`src/rtl/bpfr_pkg.sv`:
```
// ----------------------------------------------------------------------------
// bpfr_pkg: shared types and constants of the buffer pool frame replacer
// Default sizes, field widths, function codes, status codes and sequencer states.
// ----------------------------------------------------------------------------
`default_nettype none

package bpfr_pkg;

  localparam int NUM_FRAMES_DEF = 16;
  localparam int PAGE_BITS_DEF  = 20;
  localparam int PIN_BITS_DEF   = 8;

  localparam int FUNC_W    = 3;
  localparam int STATUS_W  = 2;
  localparam int SEL_W     = 4;
  localparam int OPAGE_W   = 20;
  localparam int OPINS_W   = 8;
  localparam int COUNT_W   = 32;

  localparam logic [FUNC_W-1:0] FN_PIN     = 3'd0;
  localparam logic [FUNC_W-1:0] FN_UNPIN   = 3'd1;
  localparam logic [FUNC_W-1:0] FN_DIRTY   = 3'd2;
  localparam logic [FUNC_W-1:0] FN_FORCE   = 3'd3;
  localparam logic [FUNC_W-1:0] FN_FLUSH   = 3'd4;
  localparam logic [FUNC_W-1:0] FN_INSPECT = 3'd5;

  localparam logic [STATUS_W-1:0] ST_OK       = 2'd0;
  localparam logic [STATUS_W-1:0] ST_NO_FRAME = 2'd1;
  localparam logic [STATUS_W-1:0] ST_MISSING  = 2'd2;

  typedef enum logic [3:0] {
    S_IDLE,
    S_SCAN,
    S_DECIDE,
    S_ACT,
    S_REREAD,
    S_RESCAN,
    S_EMIT
  } state_t;

endpackage

`default_nettype wire

```
`src/rtl/bpfr_table.sv`:
```
// ----------------------------------------------------------------------------
// bpfr_table: frame table memory
// One read port with registered data and one write port; reset clears the
// per-frame valid bits so an unwritten frame reads as empty.
// ----------------------------------------------------------------------------
`default_nettype none

module bpfr_table #(
  parameter int NUM_FRAMES = bpfr_pkg::NUM_FRAMES_DEF,
  parameter int ENTRY_W    = 32,
  parameter int IDX_W      = 4
) (
  input  wire                clk,
  input  wire                rst,
  input  wire  [IDX_W-1:0]   rd_addr,
  output logic [ENTRY_W-1:0] rd_data,
  input  wire                wr_en,
  input  wire  [IDX_W-1:0]   wr_addr,
  input  wire  [ENTRY_W-1:0] wr_data
);

  logic [ENTRY_W-1:0]    mem [NUM_FRAMES];
  logic [NUM_FRAMES-1:0] valid;
  logic [ENTRY_W-1:0]    rd_raw;
  logic                  rd_valid;

  always_ff @(posedge clk) begin
    if (wr_en) begin
      mem[wr_addr] <= wr_data;
    end
    rd_raw <= mem[rd_addr];
  end

  always_ff @(posedge clk) begin
    if (rst) begin
      valid    <= '0;
      rd_valid <= 1'b0;
    end else begin
      if (wr_en) begin
        valid[wr_addr] <= 1'b1;
      end
      rd_valid <= valid[rd_addr];
    end
  end

  assign rd_data = rd_valid ? rd_raw : '0;

endmodule

`default_nettype wire

```
`src/rtl/buffer_pool_frame_replacer.sv`:
```
// ----------------------------------------------------------------------------
// buffer_pool_frame_replacer: page buffer pool frame table with FIFO/LRU
// Looks up pages, pins and unpins frames, picks victims and reports the disk
// transfers that each request implies.
// ----------------------------------------------------------------------------
//  channel | dir | handshake       | payload
//  s_axis  | in  | tvalid/tready   | func, page_num, frame_sel
//  m_axis  | out | tvalid/tready   | status .. io_writes
//  cfg     | in  | cfg_valid/ready | replacement_policy
//
// A request is taken in the idle state, which also issues the read of frame 0.
// The sweep then goes over the returning entries to find the hit, the lowest
// empty frame and the lowest-rank unpinned frame. A decide cycle reads the
// target frame and an act cycle updates it and loads the result item. A pin
// that changes ranks (LRU hit or eviction) sweeps once more to rewrite the
// ranks before the next request is taken. A flush gives one result item for
// each frame that it writes back, and none when there is nothing to write
// back. All frame state lives in one memory with registered read data; the
// sweeps issue the next address while the previous data returns. Reset clears
// the table's valid bits at once, so there is no clearing pass. A stalled
// output holds the sequencer in its emit state, and no request is taken while
// a result item waits.
// ----------------------------------------------------------------------------
`default_nettype none

module buffer_pool_frame_replacer #(
  parameter int NUM_FRAMES = bpfr_pkg::NUM_FRAMES_DEF,
  parameter int PAGE_BITS  = bpfr_pkg::PAGE_BITS_DEF,
  parameter int PIN_BITS   = bpfr_pkg::PIN_BITS_DEF
) (
  input  wire          clk,
  input  wire          rst,
  input  wire          s_axis_tvalid,
  output logic         s_axis_tready,
  // [2:0] func, [22:3] page_num, [26:23] frame_sel, zero filled to 32 bits
  input  wire  [31:0]  s_axis_tdata,
  output logic         m_axis_tvalid,
  input  wire          m_axis_tready,
  // [1:0] status, [5:2] frame_used, [6] writeback_valid, [26:7] writeback_page,
  // [27] fetch_valid, [47:28] fetch_page, [48] frame_occupied,
  // [68:49] frame_page, [76:69] frame_pins, [77] frame_dirty,
  // [109:78] io_reads, [141:110] io_writes, zero filled to 144 bits
  output logic [143:0] m_axis_tdata,
  input  wire          cfg_valid,
  output logic         cfg_ready,
  input  wire          cfg_data
);

  localparam int IDX_W  = (NUM_FRAMES > 1) ? $clog2(NUM_FRAMES) : 1;
  localparam int CNT_W  = $clog2(NUM_FRAMES + 1);
  localparam int RANK_W = IDX_W;
  // Entry: occupied, dirty, pins, rank, page.
  localparam int ENTRY_W = 2 + PIN_BITS + RANK_W + PAGE_BITS;
  localparam int P_LO = 0;
  localparam int R_LO = PAGE_BITS;
  localparam int N_LO = PAGE_BITS + RANK_W;
  localparam int D_B  = PAGE_BITS + RANK_W + PIN_BITS;
  localparam int O_B  = D_B + 1;
  localparam logic [PIN_BITS-1:0] PIN_MAX = {PIN_BITS{1'b1}};
  localparam int OW = bpfr_pkg::OPAGE_W;

  // Request fields.
  logic [bpfr_pkg::FUNC_W-1:0] func;
  logic [PAGE_BITS-1:0]        page;
  logic [bpfr_pkg::SEL_W-1:0]  sel;

  bpfr_pkg::state_t state, state_next;

  logic                  policy;
  logic [CNT_W-1:0]      filled;
  logic [31:0]           reads, writes;

  // Sweep counters: issue address and returning-data index.
  logic [CNT_W-1:0] scan_cnt;
  logic [IDX_W-1:0] data_idx;
  logic             data_live;

  // Sweep findings.
  logic             hit_found, empty_found, victim_found;
  logic [IDX_W-1:0] hit_idx, empty_idx, victim_idx;
  logic [RANK_W-1:0] victim_rank;

  // Target frame and its entry, and the rank it leaves.
  logic [IDX_W-1:0]   tgt;
  logic [ENTRY_W-1:0] tgt_entry;
  logic [RANK_W-1:0]  old_rank;
  logic [RANK_W-1:0]  new_rank;

  // Table ports.
  logic [IDX_W-1:0]   rd_addr;
  logic [ENTRY_W-1:0] rd_data;
  logic               wr_en;
  logic [IDX_W-1:0]   wr_addr;
  logic [ENTRY_W-1:0] wr_data;

  // Result register.
  logic [143:0] res;
  logic         res_valid;

  bpfr_table #(
    .NUM_FRAMES(NUM_FRAMES),
    .ENTRY_W   (ENTRY_W),
    .IDX_W     (IDX_W)
  ) u_table (
    .clk    (clk),
    .rst    (rst),
    .rd_addr(rd_addr),
    .rd_data(rd_data),
    .wr_en  (wr_en),
    .wr_addr(wr_addr),
    .wr_data(wr_data)
  );

  logic              e_occ, e_dirty;
  logic [PIN_BITS-1:0] e_pins;
  logic [RANK_W-1:0] e_rank;
  logic [PAGE_BITS-1:0] e_page;
  assign e_occ   = rd_data[O_B];
  assign e_dirty = rd_data[D_B];
  assign e_pins  = rd_data[N_LO +: PIN_BITS];
  assign e_rank  = rd_data[R_LO +: RANK_W];
  assign e_page  = rd_data[P_LO +: PAGE_BITS];

  // The decide cycle reads the target frame, so its entry is on the read
  // data during the act cycle.
  assign tgt_entry = rd_data;

  logic scan_done;
  assign scan_done = (scan_cnt == CNT_W'(NUM_FRAMES));

  assign s_axis_tready = (state == bpfr_pkg::S_IDLE) && !res_valid;
  assign cfg_ready     = (state == bpfr_pkg::S_IDLE) && !res_valid;
  assign m_axis_tvalid = res_valid;
  assign m_axis_tdata  = res;

  // A frame during the flush sweep that must be written back.
  logic flush_hit;
  assign flush_hit = data_live && e_occ && e_dirty && (e_pins == '0);

  logic is_pin, pin_evict, pin_fill, pin_hit, rank_change;
  assign is_pin    = (func == bpfr_pkg::FN_PIN);
  assign pin_hit   = is_pin && hit_found;
  assign pin_fill  = is_pin && !hit_found && empty_found;
  assign pin_evict = is_pin && !hit_found && !empty_found && victim_found;
  assign rank_change = (pin_hit && policy) || pin_evict;

  // Next state.
  always_comb begin
    state_next = state;
    case (state)
      bpfr_pkg::S_IDLE: begin
        if (s_axis_tvalid && s_axis_tready) begin
          if (s_axis_tdata[2:0] > bpfr_pkg::FN_INSPECT) begin
            state_next = bpfr_pkg::S_IDLE;
          end else begin
            state_next = bpfr_pkg::S_SCAN;
          end
        end
      end
      bpfr_pkg::S_SCAN: begin
        if (func == bpfr_pkg::FN_FLUSH && flush_hit) begin
          state_next = bpfr_pkg::S_EMIT;
        end else if (scan_done && !data_live) begin
          state_next = (func == bpfr_pkg::FN_FLUSH) ? bpfr_pkg::S_IDLE
                                                    : bpfr_pkg::S_DECIDE;
        end else if (scan_done && data_live && data_idx == IDX_W'(NUM_FRAMES - 1)) begin
          state_next = (func == bpfr_pkg::FN_FLUSH) ? bpfr_pkg::S_IDLE
                                                    : bpfr_pkg::S_DECIDE;
        end
      end
      bpfr_pkg::S_DECIDE: state_next = bpfr_pkg::S_ACT;
      bpfr_pkg::S_ACT: begin
        state_next = rank_change ? bpfr_pkg::S_RESCAN : bpfr_pkg::S_EMIT;
      end
      bpfr_pkg::S_RESCAN: begin
        if (data_live && data_idx == IDX_W'(NUM_FRAMES - 1)) begin
          state_next = bpfr_pkg::S_EMIT;
        end
      end
      bpfr_pkg::S_REREAD: state_next = bpfr_pkg::S_SCAN;
      bpfr_pkg::S_EMIT: begin
        if (!res_valid) begin
          state_next = (func == bpfr_pkg::FN_FLUSH) ? bpfr_pkg::S_REREAD
                                                    : bpfr_pkg::S_IDLE;
        end
      end
      default: state_next = bpfr_pkg::S_IDLE;
    endcase
  end

  // Memory access control.
  logic [PIN_BITS-1:0] t_pins;
  assign t_pins = tgt_entry[N_LO +: PIN_BITS];

  always_comb begin
    rd_addr = scan_cnt[IDX_W-1:0];
    wr_en   = 1'b0;
    wr_addr = tgt;
    wr_data = tgt_entry;
    case (state)
      bpfr_pkg::S_IDLE: begin
        // A taken request always starts its sweep at frame 0.
        rd_addr = '0;
      end
      bpfr_pkg::S_DECIDE: begin
        rd_addr = tgt;
      end
      bpfr_pkg::S_SCAN: begin
        if (func == bpfr_pkg::FN_FLUSH && flush_hit) begin
          wr_en   = 1'b1;
          wr_addr = data_idx;
          wr_data = rd_data;
          wr_data[D_B] = 1'b0;
        end
      end
      bpfr_pkg::S_ACT: begin
        rd_addr = '0;
        wr_data = tgt_entry;
        case (func)
          bpfr_pkg::FN_PIN: begin
            wr_en = hit_found || empty_found || victim_found;
            if (hit_found) begin
              if (t_pins != PIN_MAX) begin
                wr_data[N_LO +: PIN_BITS] = t_pins + PIN_BITS'(1);
              end
              if (policy) begin
                wr_data[R_LO +: RANK_W] = new_rank;
              end
            end else begin
              wr_data[O_B] = 1'b1;
              wr_data[D_B] = 1'b0;
              wr_data[N_LO +: PIN_BITS] = PIN_BITS'(1);
              wr_data[P_LO +: PAGE_BITS] = page;
              wr_data[R_LO +: RANK_W] = new_rank;
            end
          end
          bpfr_pkg::FN_UNPIN: begin
            wr_en = hit_found;
            if (t_pins != '0) begin
              wr_data[N_LO +: PIN_BITS] = t_pins - PIN_BITS'(1);
            end
          end
          bpfr_pkg::FN_DIRTY: begin
            wr_en = hit_found;
            wr_data[D_B] = 1'b1;
          end
          bpfr_pkg::FN_FORCE: begin
            wr_en = hit_found;
            wr_data[D_B] = 1'b0;
          end
          default: wr_en = 1'b0;
        endcase
      end
      bpfr_pkg::S_RESCAN: begin
        // Frames above the promoted frame's old rank move down by one.
        if (data_live && data_idx != tgt && e_occ && e_rank > old_rank) begin
          wr_en   = 1'b1;
          wr_addr = data_idx;
          wr_data = rd_data;
          wr_data[R_LO +: RANK_W] = e_rank - RANK_W'(1);
        end
      end
      default: rd_addr = scan_cnt[IDX_W-1:0];
    endcase
  end

  // Outputs of a result.
  logic [143:0] res_next;
  logic         res_load;
  logic [31:0]  reads_next, writes_next;

  always_comb begin
    res_next    = '0;
    res_load    = 1'b0;
    reads_next  = reads;
    writes_next = writes;
    if (state == bpfr_pkg::S_SCAN && func == bpfr_pkg::FN_FLUSH && flush_hit) begin
      writes_next   = writes + 32'd1;
      res_load      = 1'b1;
      res_next[5:2] = 4'(data_idx);
      res_next[6]   = 1'b1;
      res_next[26:7] = OW'(e_page);
    end else if (state == bpfr_pkg::S_ACT) begin
      res_load = 1'b1;
      case (func)
        bpfr_pkg::FN_PIN: begin
          if (hit_found) begin
            res_next[5:2] = 4'(tgt);
          end else if (!empty_found && !victim_found) begin
            res_next[1:0] = bpfr_pkg::ST_NO_FRAME;
          end else begin
            reads_next     = reads + 32'd1;
            res_next[5:2]  = 4'(tgt);
            res_next[27]   = 1'b1;
            res_next[47:28] = OW'(page);
            if (pin_evict && tgt_entry[D_B]) begin
              writes_next    = writes + 32'd1;
              res_next[6]    = 1'b1;
              res_next[26:7] = OW'(tgt_entry[P_LO +: PAGE_BITS]);
            end
          end
        end
        bpfr_pkg::FN_INSPECT: begin
          res_next[5:2] = sel;
          if (32'(sel) < 32'(NUM_FRAMES) && tgt_entry[O_B]) begin
            res_next[48]    = 1'b1;
            res_next[68:49] = OW'(tgt_entry[P_LO +: PAGE_BITS]);
            res_next[76:69] = bpfr_pkg::OPINS_W'(t_pins);
            res_next[77]    = tgt_entry[D_B];
          end
        end
        default: begin
          if (!hit_found) begin
            if (func == bpfr_pkg::FN_UNPIN) begin
              res_next[1:0] = bpfr_pkg::ST_MISSING;
            end
          end else begin
            res_next[5:2] = 4'(tgt);
            if (func == bpfr_pkg::FN_FORCE) begin
              writes_next    = writes + 32'd1;
              res_next[6]    = 1'b1;
              res_next[26:7] = OW'(tgt_entry[P_LO +: PAGE_BITS]);
            end
          end
        end
      endcase
    end
    res_next[109:78]  = reads_next;
    res_next[141:110] = writes_next;
  end

  // Control registers.
  always_ff @(posedge clk) begin
    if (rst) begin
      state     <= bpfr_pkg::S_IDLE;
      policy    <= 1'b0;
      filled    <= '0;
      reads     <= '0;
      writes    <= '0;
      res_valid <= 1'b0;
      scan_cnt  <= '0;
      data_live <= 1'b0;
    end else begin
      state  <= state_next;
      reads  <= reads_next;
      writes <= writes_next;
      if (cfg_valid && cfg_ready) begin
        policy <= cfg_data;
      end
      if (res_load) begin
        res_valid <= 1'b1;
      end else if (m_axis_tvalid && m_axis_tready) begin
        res_valid <= 1'b0;
      end
      if (state == bpfr_pkg::S_ACT && pin_fill) begin
        filled <= filled + CNT_W'(1);
      end
      // Sweep address generation: paused when a flush frame is found.
      case (state)
        bpfr_pkg::S_IDLE: begin
          if (s_axis_tvalid && s_axis_tready) begin
            scan_cnt  <= CNT_W'(1);
            data_live <= 1'b1;
          end else begin
            scan_cnt  <= '0;
            data_live <= 1'b0;
          end
        end
        bpfr_pkg::S_SCAN: begin
          if (func == bpfr_pkg::FN_FLUSH && flush_hit) begin
            data_live <= 1'b0;
          end else if (!scan_done) begin
            scan_cnt  <= scan_cnt + CNT_W'(1);
            data_live <= 1'b1;
          end else begin
            data_live <= 1'b0;
          end
        end
        bpfr_pkg::S_ACT: begin
          scan_cnt  <= CNT_W'(1);
          data_live <= 1'b1;
        end
        bpfr_pkg::S_RESCAN: begin
          if (!scan_done) begin
            scan_cnt <= scan_cnt + CNT_W'(1);
          end
          data_live <= !scan_done;
        end
        bpfr_pkg::S_REREAD: begin
          // Re-issue the address after the flushed frame.
          if (!scan_done) begin
            scan_cnt  <= scan_cnt + CNT_W'(1);
            data_live <= 1'b1;
          end else begin
            data_live <= 1'b0;
          end
        end
        default: data_live <= 1'b0;
      endcase
    end
  end

  // Data registers: sweep findings and the rank that the target leaves.
  always_ff @(posedge clk) begin
    if (state == bpfr_pkg::S_IDLE && s_axis_tvalid && s_axis_tready) begin
      func         <= s_axis_tdata[2:0];
      page         <= PAGE_BITS'(s_axis_tdata[22:3]);
      sel          <= s_axis_tdata[26:23];
      hit_found    <= 1'b0;
      empty_found  <= 1'b0;
      victim_found <= 1'b0;
      hit_idx      <= '0;
      empty_idx    <= '0;
      victim_idx   <= '0;
      victim_rank  <= '0;
    end
    if (state == bpfr_pkg::S_IDLE || state == bpfr_pkg::S_ACT) begin
      data_idx <= '0;
    end else if (state == bpfr_pkg::S_REREAD) begin
      data_idx <= data_idx + IDX_W'(1);
    end else if (data_live && !(state == bpfr_pkg::S_SCAN &&
                 func == bpfr_pkg::FN_FLUSH && flush_hit)) begin
      data_idx <= data_idx + IDX_W'(1);
    end
    if (state == bpfr_pkg::S_SCAN && data_live) begin
      if (e_occ && e_page == page && !hit_found) begin
        hit_found <= 1'b1;
        hit_idx   <= data_idx;
      end
      if (!e_occ && !empty_found) begin
        empty_found <= 1'b1;
        empty_idx   <= data_idx;
      end
      if (e_pins == '0 && (!victim_found || e_rank < victim_rank)) begin
        victim_found <= 1'b1;
        victim_idx   <= data_idx;
        victim_rank  <= e_rank;
      end
    end
    if (state == bpfr_pkg::S_ACT) begin
      old_rank <= tgt_entry[R_LO +: RANK_W];
    end
  end

  // The target index and the rank it takes.
  always_comb begin
    if (func == bpfr_pkg::FN_INSPECT) begin
      tgt = IDX_W'(sel);
    end else if (hit_found) begin
      tgt = hit_idx;
    end else if (empty_found) begin
      tgt = empty_idx;
    end else begin
      tgt = victim_idx;
    end
    if (pin_fill) begin
      new_rank = RANK_W'(filled);
    end else begin
      new_rank = RANK_W'(filled - CNT_W'(1));
    end
  end

  always_ff @(posedge clk) begin
    if (rst) begin
      res <= '0;
    end else if (res_load) begin
      res <= res_next;
    end
  end

endmodule

`default_nettype wire

```
`config.mk`:
```
export PLATFORM = sky130hd
export DESIGN_NAME = buffer_pool_frame_replacer
export DESIGN_NICKNAME = d
export VERILOG_FILES = /design/src/rtl/bpfr_pkg.sv /design/src/rtl/bpfr_table.sv /design/src/rtl/buffer_pool_frame_replacer.sv
export SDC_FILE = /design/constraint.sdc
export NUM_CORES = 1
export LEC_CHECK = 0
export BUFFER_PORTS_ARGS = -buffer_cell sky130_fd_sc_hd__buf_2
export CORE_ASPECT_RATIO = 0.9
export CORE_MARGIN = 5
export CORE_UTILIZATION = 55
export DETAILED_ROUTE_END_ITERATION = 7
export PLACE_DENSITY = 0.73
export RECOVER_POWER = 25
export SYNTH_ARGS = -nofsm -noshare
export SYNTH_HDL_FRONTEND = slang
export SYNTH_SLANG_ARGS = --single-unit
```
`constraint.sdc`:
```
create_clock -name clk -period 5.5 [get_ports clk]
set_input_delay 0.825 -clock clk [delete_from_list [all_inputs] [get_ports clk]]
set_output_delay 0.825 -clock clk [all_outputs]
set_load 0.1 [all_outputs]
```
==> results.toml, run 1 <==
[outcome]
status = "finished, violations left"
violations = "capacitance limit, slew limit"

[synthesis]
ys_types = 85
yosysSeqAreaShare = 0.6540
synthArstFlopShare = 0
ys.flop_type = "edfxtp_1"
synth_edf_count = 575
netlist_instances = 2943
netlist_area_um2 = 35430
yosysWarnings = 0
syn_avg_cell_area_um2 = 12.04
ys_ff_latch = 870

[route]
drt_first_pass_iters = 6
maxUsedRoutingLayer = "met4"
routed_via_density = 6.069
dr_wl_met3_um = 5808
drt-total-wl_um = 88430
dr_wl_met2_um = 43710
wl_per_cell_um = 21.98
drc = 0
vias = 24420
wl_met1_um = 36280
ant_nets = 0
drt-initial-drc-count = 2265

[cts]
post_cts_resized = 0
clock_path_buffers = 3
clock-sinks = 870
cts-hold-fix-buffers = 0
cts_max_level = 3
root_buffer = "clkbuf_16"
cts_tree = "yes"
numCtsBuffers = 82
post_cts_buffers = 0
clkLatencyLatePin_ns = 0.65
clk_pin_slew_ns = 0.07

[sta]
timing.final.crit_share = 0.8637
rsz0062_at_grt = "false"
setup_viol = 0
setup_tns_ns = 0
relSlewSlack = -1.024
max_freq_mhz = 210.5
final-max-slew-violation-count = 228
worst_pin_slew_ns = 3.036
period_needed_ns = 4.750
fin_worst_skew_ns = 0.03285
final-hold-violation-count = 0

[layout]
instances_no_fill = 4024
final_common_cell = "edfxtp_1"
final_nets = 3152
fillCellCount = 4889
drive_gt1_frac = 0.1010
final_util = 0.6267
area_growth_pct = 13.15
most-common-layout-cells = "edfxtp_1, nand2_1, dfxtp_1, nor2_1, clkbuf_1"

[worst_setup_path]
cpMostUsedCell = "nand2_1"
path_class = "flip-flop to flip-flop"
reg2reg_depth = 10
worstPathRequired_ns = 5.83
cp-start-kind = "flip-flop"
cp_max_fo = 51
r2r-start = "u_table.rd_valid$_SDFF_PP0_"
max_stage_delay_ns = 0.81
ff2ff_setup_slack_ns = 0.75
worstPathCellList = "buf_4 > nand2_1 > nor4_1 > a21boi_0 > a31oi_1 > nand2_1 > o221ai_1 > nand2_1 > nor2_4 > buf_12"
r2r-end = "u_table.mem[3][31]$_DFFE_PP_"
slowest_stage = "nor4_1"
endpoint_kind = "flip-flop"
cp.arrival_ns = 5.08

[grt]
grt_pass1_vias = 23390
grt_pass1_wl_um = 134500
grt_max_degree = 124
antenna_found_initial = 1
grt_remaining_overflow = 0
grt_usage = 0.2437

[placement]
dp_hpwl_um = 54400
gp_congestion = 0.8650
numPortBuffers = 177
dp.cells = 3868

[flow_run]
drv_cap = 3

[floorplan]
initial_core_util = 0.5538
coreArea_um2 = 63970
die_w_um = 277.5
rows = 88
dieArea_um2 = 69600
ios = 185
dieHeight_um = 250.8

[power_and_ir_drop]
ir_worst_vdd_uv = 316.9
power.density_nw_per_um2 = 355.2
power_uw = 14240
p_leak_uw = 0.01308

[worst_hold_path]
min_path_cells = 1
min_to = "page[2]$_DFFE_PP_"
min-delay-start = "s_axis_tdata[5]"
hold_class = "primary input to flip-flop"
-- final cells by class --
class	instances	area (um2)	share of cell area
sequential	870	23170	0.5780
multi-input combinational	1832	11390	0.2842
clock buffer	119	2406	0.06002
timing repair buffer	260	1379	0.03439
tap	855	1070	0.02668
clock inverter	35	473.0	0.01180
inverter	51	191.4	0.004775
antenna	2	5.005	0.0001248
-- Yosys cell counts, types with 10 or more instances --
cell type | count | area, um2
edfxtp_1 | 575 | 17270
nand2_1 | 379 | 1423
dfxtp_1 | 295 | 5906
nor2_1 | 280 | 1051
a211oi_1 | 164 | 1231
clkbuf_1 | 122 | 457.9
and2_1 | 110 | 688.2
mux2i_1 | 87 | 870.8
a22oi_1 | 78 | 585.6
a31oi_1 | 76 | 475.5
o21ai_0 | 69 | 345.3
a21oi_1 | 58 | 290.3
nand3_1 | 54 | 270.3
and3_1 | 51 | 319.1
inv_1 | 51 | 191.4
buf_2 | 45 | 225.2
xnor2_1 | 41 | 359.1
mux2_2 | 37 | 416.7
xor2_1 | 37 | 324.1
a221o_1 | 35 | 350.3
o32ai_1 | 35 | 306.5
nor3_1 | 25 | 125.1
nand4_1 | 22 | 137.6
o22ai_1 | 19 | 118.9
ha_1 | 17 | 212.7
o31ai_1 | 15 | 112.6
nand2b_1 | 13 | 81.33
buf_4 | 12 | 90.09
buf_1 | 10 | 37.54
-- stage by stage --
step,setup WS (ns),hold WS (ns),cell area (um2)
after floorplan,0.3079,0.4318,35440
after global placement,1.303,0.4441,37480
after detailed placement,1.274,0.4506,37480
after CTS,1.272,0.3324,40360
after global routing,0.4916,0.3328,40090
final,0.7499,0.3609,40090
-- flip-flops by register name, summed over array words and instances (netlist names), 4 cells and up --
| register | flops |
|---|---|
| u_table.mem | 544 |
| m_axis_tdata | 142 |
| u_table.rd_raw | 34 |
| reads | 32 |
| writes | 32 |
| page | 20 |
| u_table.valid | 16 |
| scan_cnt | 5 |
| data_idx | 4 |
| empty_idx | 4 |
| filled | 4 |
| hit_idx | 4 |
| old_rank | 4 |
| sel | 4 |
| victim_idx | 4 |
| victim_rank | 4 |
-- cell families after synthesis --
logic type | after synthesis | synth area share
XOR/XNOR | 78 | 0.01928
multiplexers | 127 | 0.03750
AND/OR/NAND/NOR | 993 | 0.1294
other | 1 | 0.0001058
buffers and inverters | 242 | 0.02892
adder cells (fa/ha/maj) | 17 | 0.006003
flip-flops | 870 | 0.6540
AO/OA/AOI/OAI | 615 | 0.1248
-- report_power, final --
part / total (uW) / internal, uW / switching (uW) / leakage (uW)
clock network: 5910 / 3450 / 2450 / 0.00142
logic: 1190 / 345 / 841 / 0.00450
registers: 7150 / 7000 / 151 / 0.00716
-- worst max-delay path: cells and delay by family, from the launching register on --
| kind | cells | cell delay [ns] |
|---|---|---|
| buffers and inverters | 2 | 0.78 |
| AOI/OAI and AO/OA | 3 | 0.86 |
| DFF | 1 | 0.52 |
| and+or+nand+nor | 5 | 2.23 |
-- routing by layer --
layer	vias to the layer above	global-route usage
met2	876	0.4108
met1	12180	0.3323
li1	11200	-
met3	163	0.03714
met5	-	0
met4	0	0.07360
-- worst max-delay path by stage --
stage,from,endpoint,cells past startpoint,slack [ns]
finish,u_table.rd_valid$_SDFF_PP0_,u_table.mem[3][31]$_DFFE_PP_,10,0.75
global route,u_table.rd_valid$_SDFF_PP0_,u_table.mem[3][29]$_DFFE_PP_,10,0.49
CTS,func[0]$_DFFE_PP_,u_table.mem[12][12]$_DFFE_PP_,10,1.27
detailed placement,func[0]$_DFFE_PP_,u_table.mem[12][3]$_DFFE_PP_,10,1.27
global placement,func[0]$_DFFE_PP_,u_table.mem[12][13]$_DFFE_PP_,10,1.30
floorplan,u_table.rd_valid$_SDFF_PP0_,u_table.mem[1][0]$_DFFE_PP_,14,0.31
(Power assumes the default switching activity.)
==> run 2: changes to the inputs <==
- CORE_MARGIN: 5 -> 8
==> run 2 against run 1 <==
Compared with the run above:
- utilization fell by 0.15 points
- setup slack better by 0.29 ns
- clock-buffer cell count grew 7
- sequential share of layout area up 0.24 points
- routed wire length is 1.1% higher
- highest routed layer unchanged
- the run still ends with capacitance limit, slew limit left
- combinational power hardly changed
==> results.toml, run 2 (synthesis results as in run 1) <==
[cts]
clk_pin_slew_ns = 0.06
clock_path_buffers = 3
numCtsBuffers = 84
root_buffer = "clkbuf_16"
cts_max_level = 3
cts-hold-fix-buffers = 0
post_cts_buffers = 0
clock-sinks = 870
cts_tree = "yes"
post_cts_resized = 0
clkLatencyLatePin_ns = 0.64

[grt]
grt_max_degree = 135
grt_pass1_vias = 23440
antenna_found_initial = 0
grt_pass1_wl_um = 135600
grt_remaining_overflow = 0
grt_usage = 0.2345

[worst_setup_path]
worstPathRequired_ns = 5.77
path_class = "flip-flop to flip-flop"
cp.arrival_ns = 4.73
cp-start-kind = "flip-flop"
cp_max_fo = 34
endpoint_kind = "flip-flop"

[worst_hold_path]
hold_class = "primary input to flip-flop"

[sta]
final-hold-violation-count = 0
setup_tns_ns = 0
fin_worst_skew_ns = 0.02306
period_needed_ns = 4.463
setup_viol = 0
rsz0062_at_grt = "false"
max_freq_mhz = 224.1
worst_pin_slew_ns = 1.920
final-max-slew-violation-count = 73
relSlewSlack = -0.2799
timing.final.crit_share = 0.8114

[floorplan]
initial_core_util = 0.5548
coreArea_um2 = 63860
die_w_um = 283.5
dieArea_um2 = 72810
dieHeight_um = 256.8
ios = 185
rows = 88

[layout]
top_register = "u_table.mem"
largest_register_ffs = 544
antennaDiodeCount = 0
drive_gt1_frac = 0.09753
final_nets = 3146
final_common_cell = "edfxtp_1"
instances_no_fill = 4013
most-common-layout-cells = "edfxtp_1, nand2_1, dfxtp_1, nor2_1, clkbuf_1"
area_growth_pct = 12.68

[placement]
numPortBuffers = 177
dp_hpwl_um = 54800
dp.cells = 3860
gp_congestion = 0.8892

[flow_run]
drv_cap = 2

[power_and_ir_drop]
ir_worst_vdd_uv = 290.6
p_leak_uw = 0.01299
power.density_nw_per_um2 = 353.8

[outcome]
status = "finished, violations left"
violations = "capacitance limit, slew limit"

[route]
wl_per_cell_um = 22.27
vias = 24470
drc = 0
drt_first_pass_iters = 8
routed_via_density = 6.097
drt-initial-drc-count = 2520
drt-total-wl_um = 89370
ant_nets = 0
## run 2: metal layers
metal  GRT usage  share of wire  vias to the layer above
li1            -              -                    11190
met1      0.3170           0.42                    12160
met2      0.3930           0.49                      959
met3     0.03475          0.071                      162
met4     0.06822          0.027                        0
met5           0              0                        -
## run 2: layout make-up
| cell class | instances | area (um2) |
|---|---|---|
| clock buffers | 126 | 2521 |
| clock inverters | 27 | 299.0 |
| fillers | 4904 | 23940 |
| inverters | 51 | 191.4 |
| multi-input cells | 1832 | 11380 |
| flip-flops and latches | 870 | 23170 |
| well taps | 855 | 1070 |
| repair buffers | 252 | 1287 |
## run 2: through the flow
| stage | util | total power, uW | hold WS, ns | area [um2] | setup slack, ns |
|---|---|---|---|---|---|
| finish | 0.6251 | 14120 | 0.3643 | 39920 | 1.037 |
| global route | 0.6251 | 14530 | 0.3385 | 39920 | 0.7789 |
| CTS | 0.6295 | 14200 | 0.3280 | 40200 | 1.064 |
| detailed placement | 0.5854 | 8462 | 0.4523 | 37380 | 1.077 |
| global placement | 0.5854 | 8426 | 0.4435 | 37380 | 1.107 |
| floorplan | - | 8152 | 0.4318 | 35440 | 0.3079 |
## run 2: path summary, 6_finish.rpt
| path | startpoint | end | slack (ns) | depth (start not counted) |
|---|---|---|---|---|
| worst min-delay path | s_axis_tdata[20] | page[17]$_DFFE_PP_ | 0.36 | 1 |
| worst max-delay path | func[0]$_DFFE_PP_ | u_table.mem[8][4]$_DFFE_PP_ | 1.04 | 9 |
| worst max register to register | func[0]$_DFFE_PP_ | u_table.mem[8][4]$_DFFE_PP_ | 1.04 | 9 |
| worst min register to register | m_axis_tdata[2]$_SDFFE_PP0P_ | m_axis_tdata[2]$_SDFFE_PP0P_ | 0.46 | 2 |
## run 2: critical path, stage by stage, from the launching register on
cell       delay [ns]
edfxtp_1         0.79
and3b_1          0.63
nand2_1          0.20
a21oi_1          0.19
o2111ai_2        0.27
a31oi_4          0.37
mux2i_1          0.33
o21ai_0          0.47
nor2_4           0.19
buf_4            0.56
## run 2: power breakdown
group	switching, uW	internal, uW	total [uW]	leakage (uW)
clock	2420	3380	5800	0.00138
combinational	837	337	1170	0.00445
sequential	155	7000	7150	0.00716
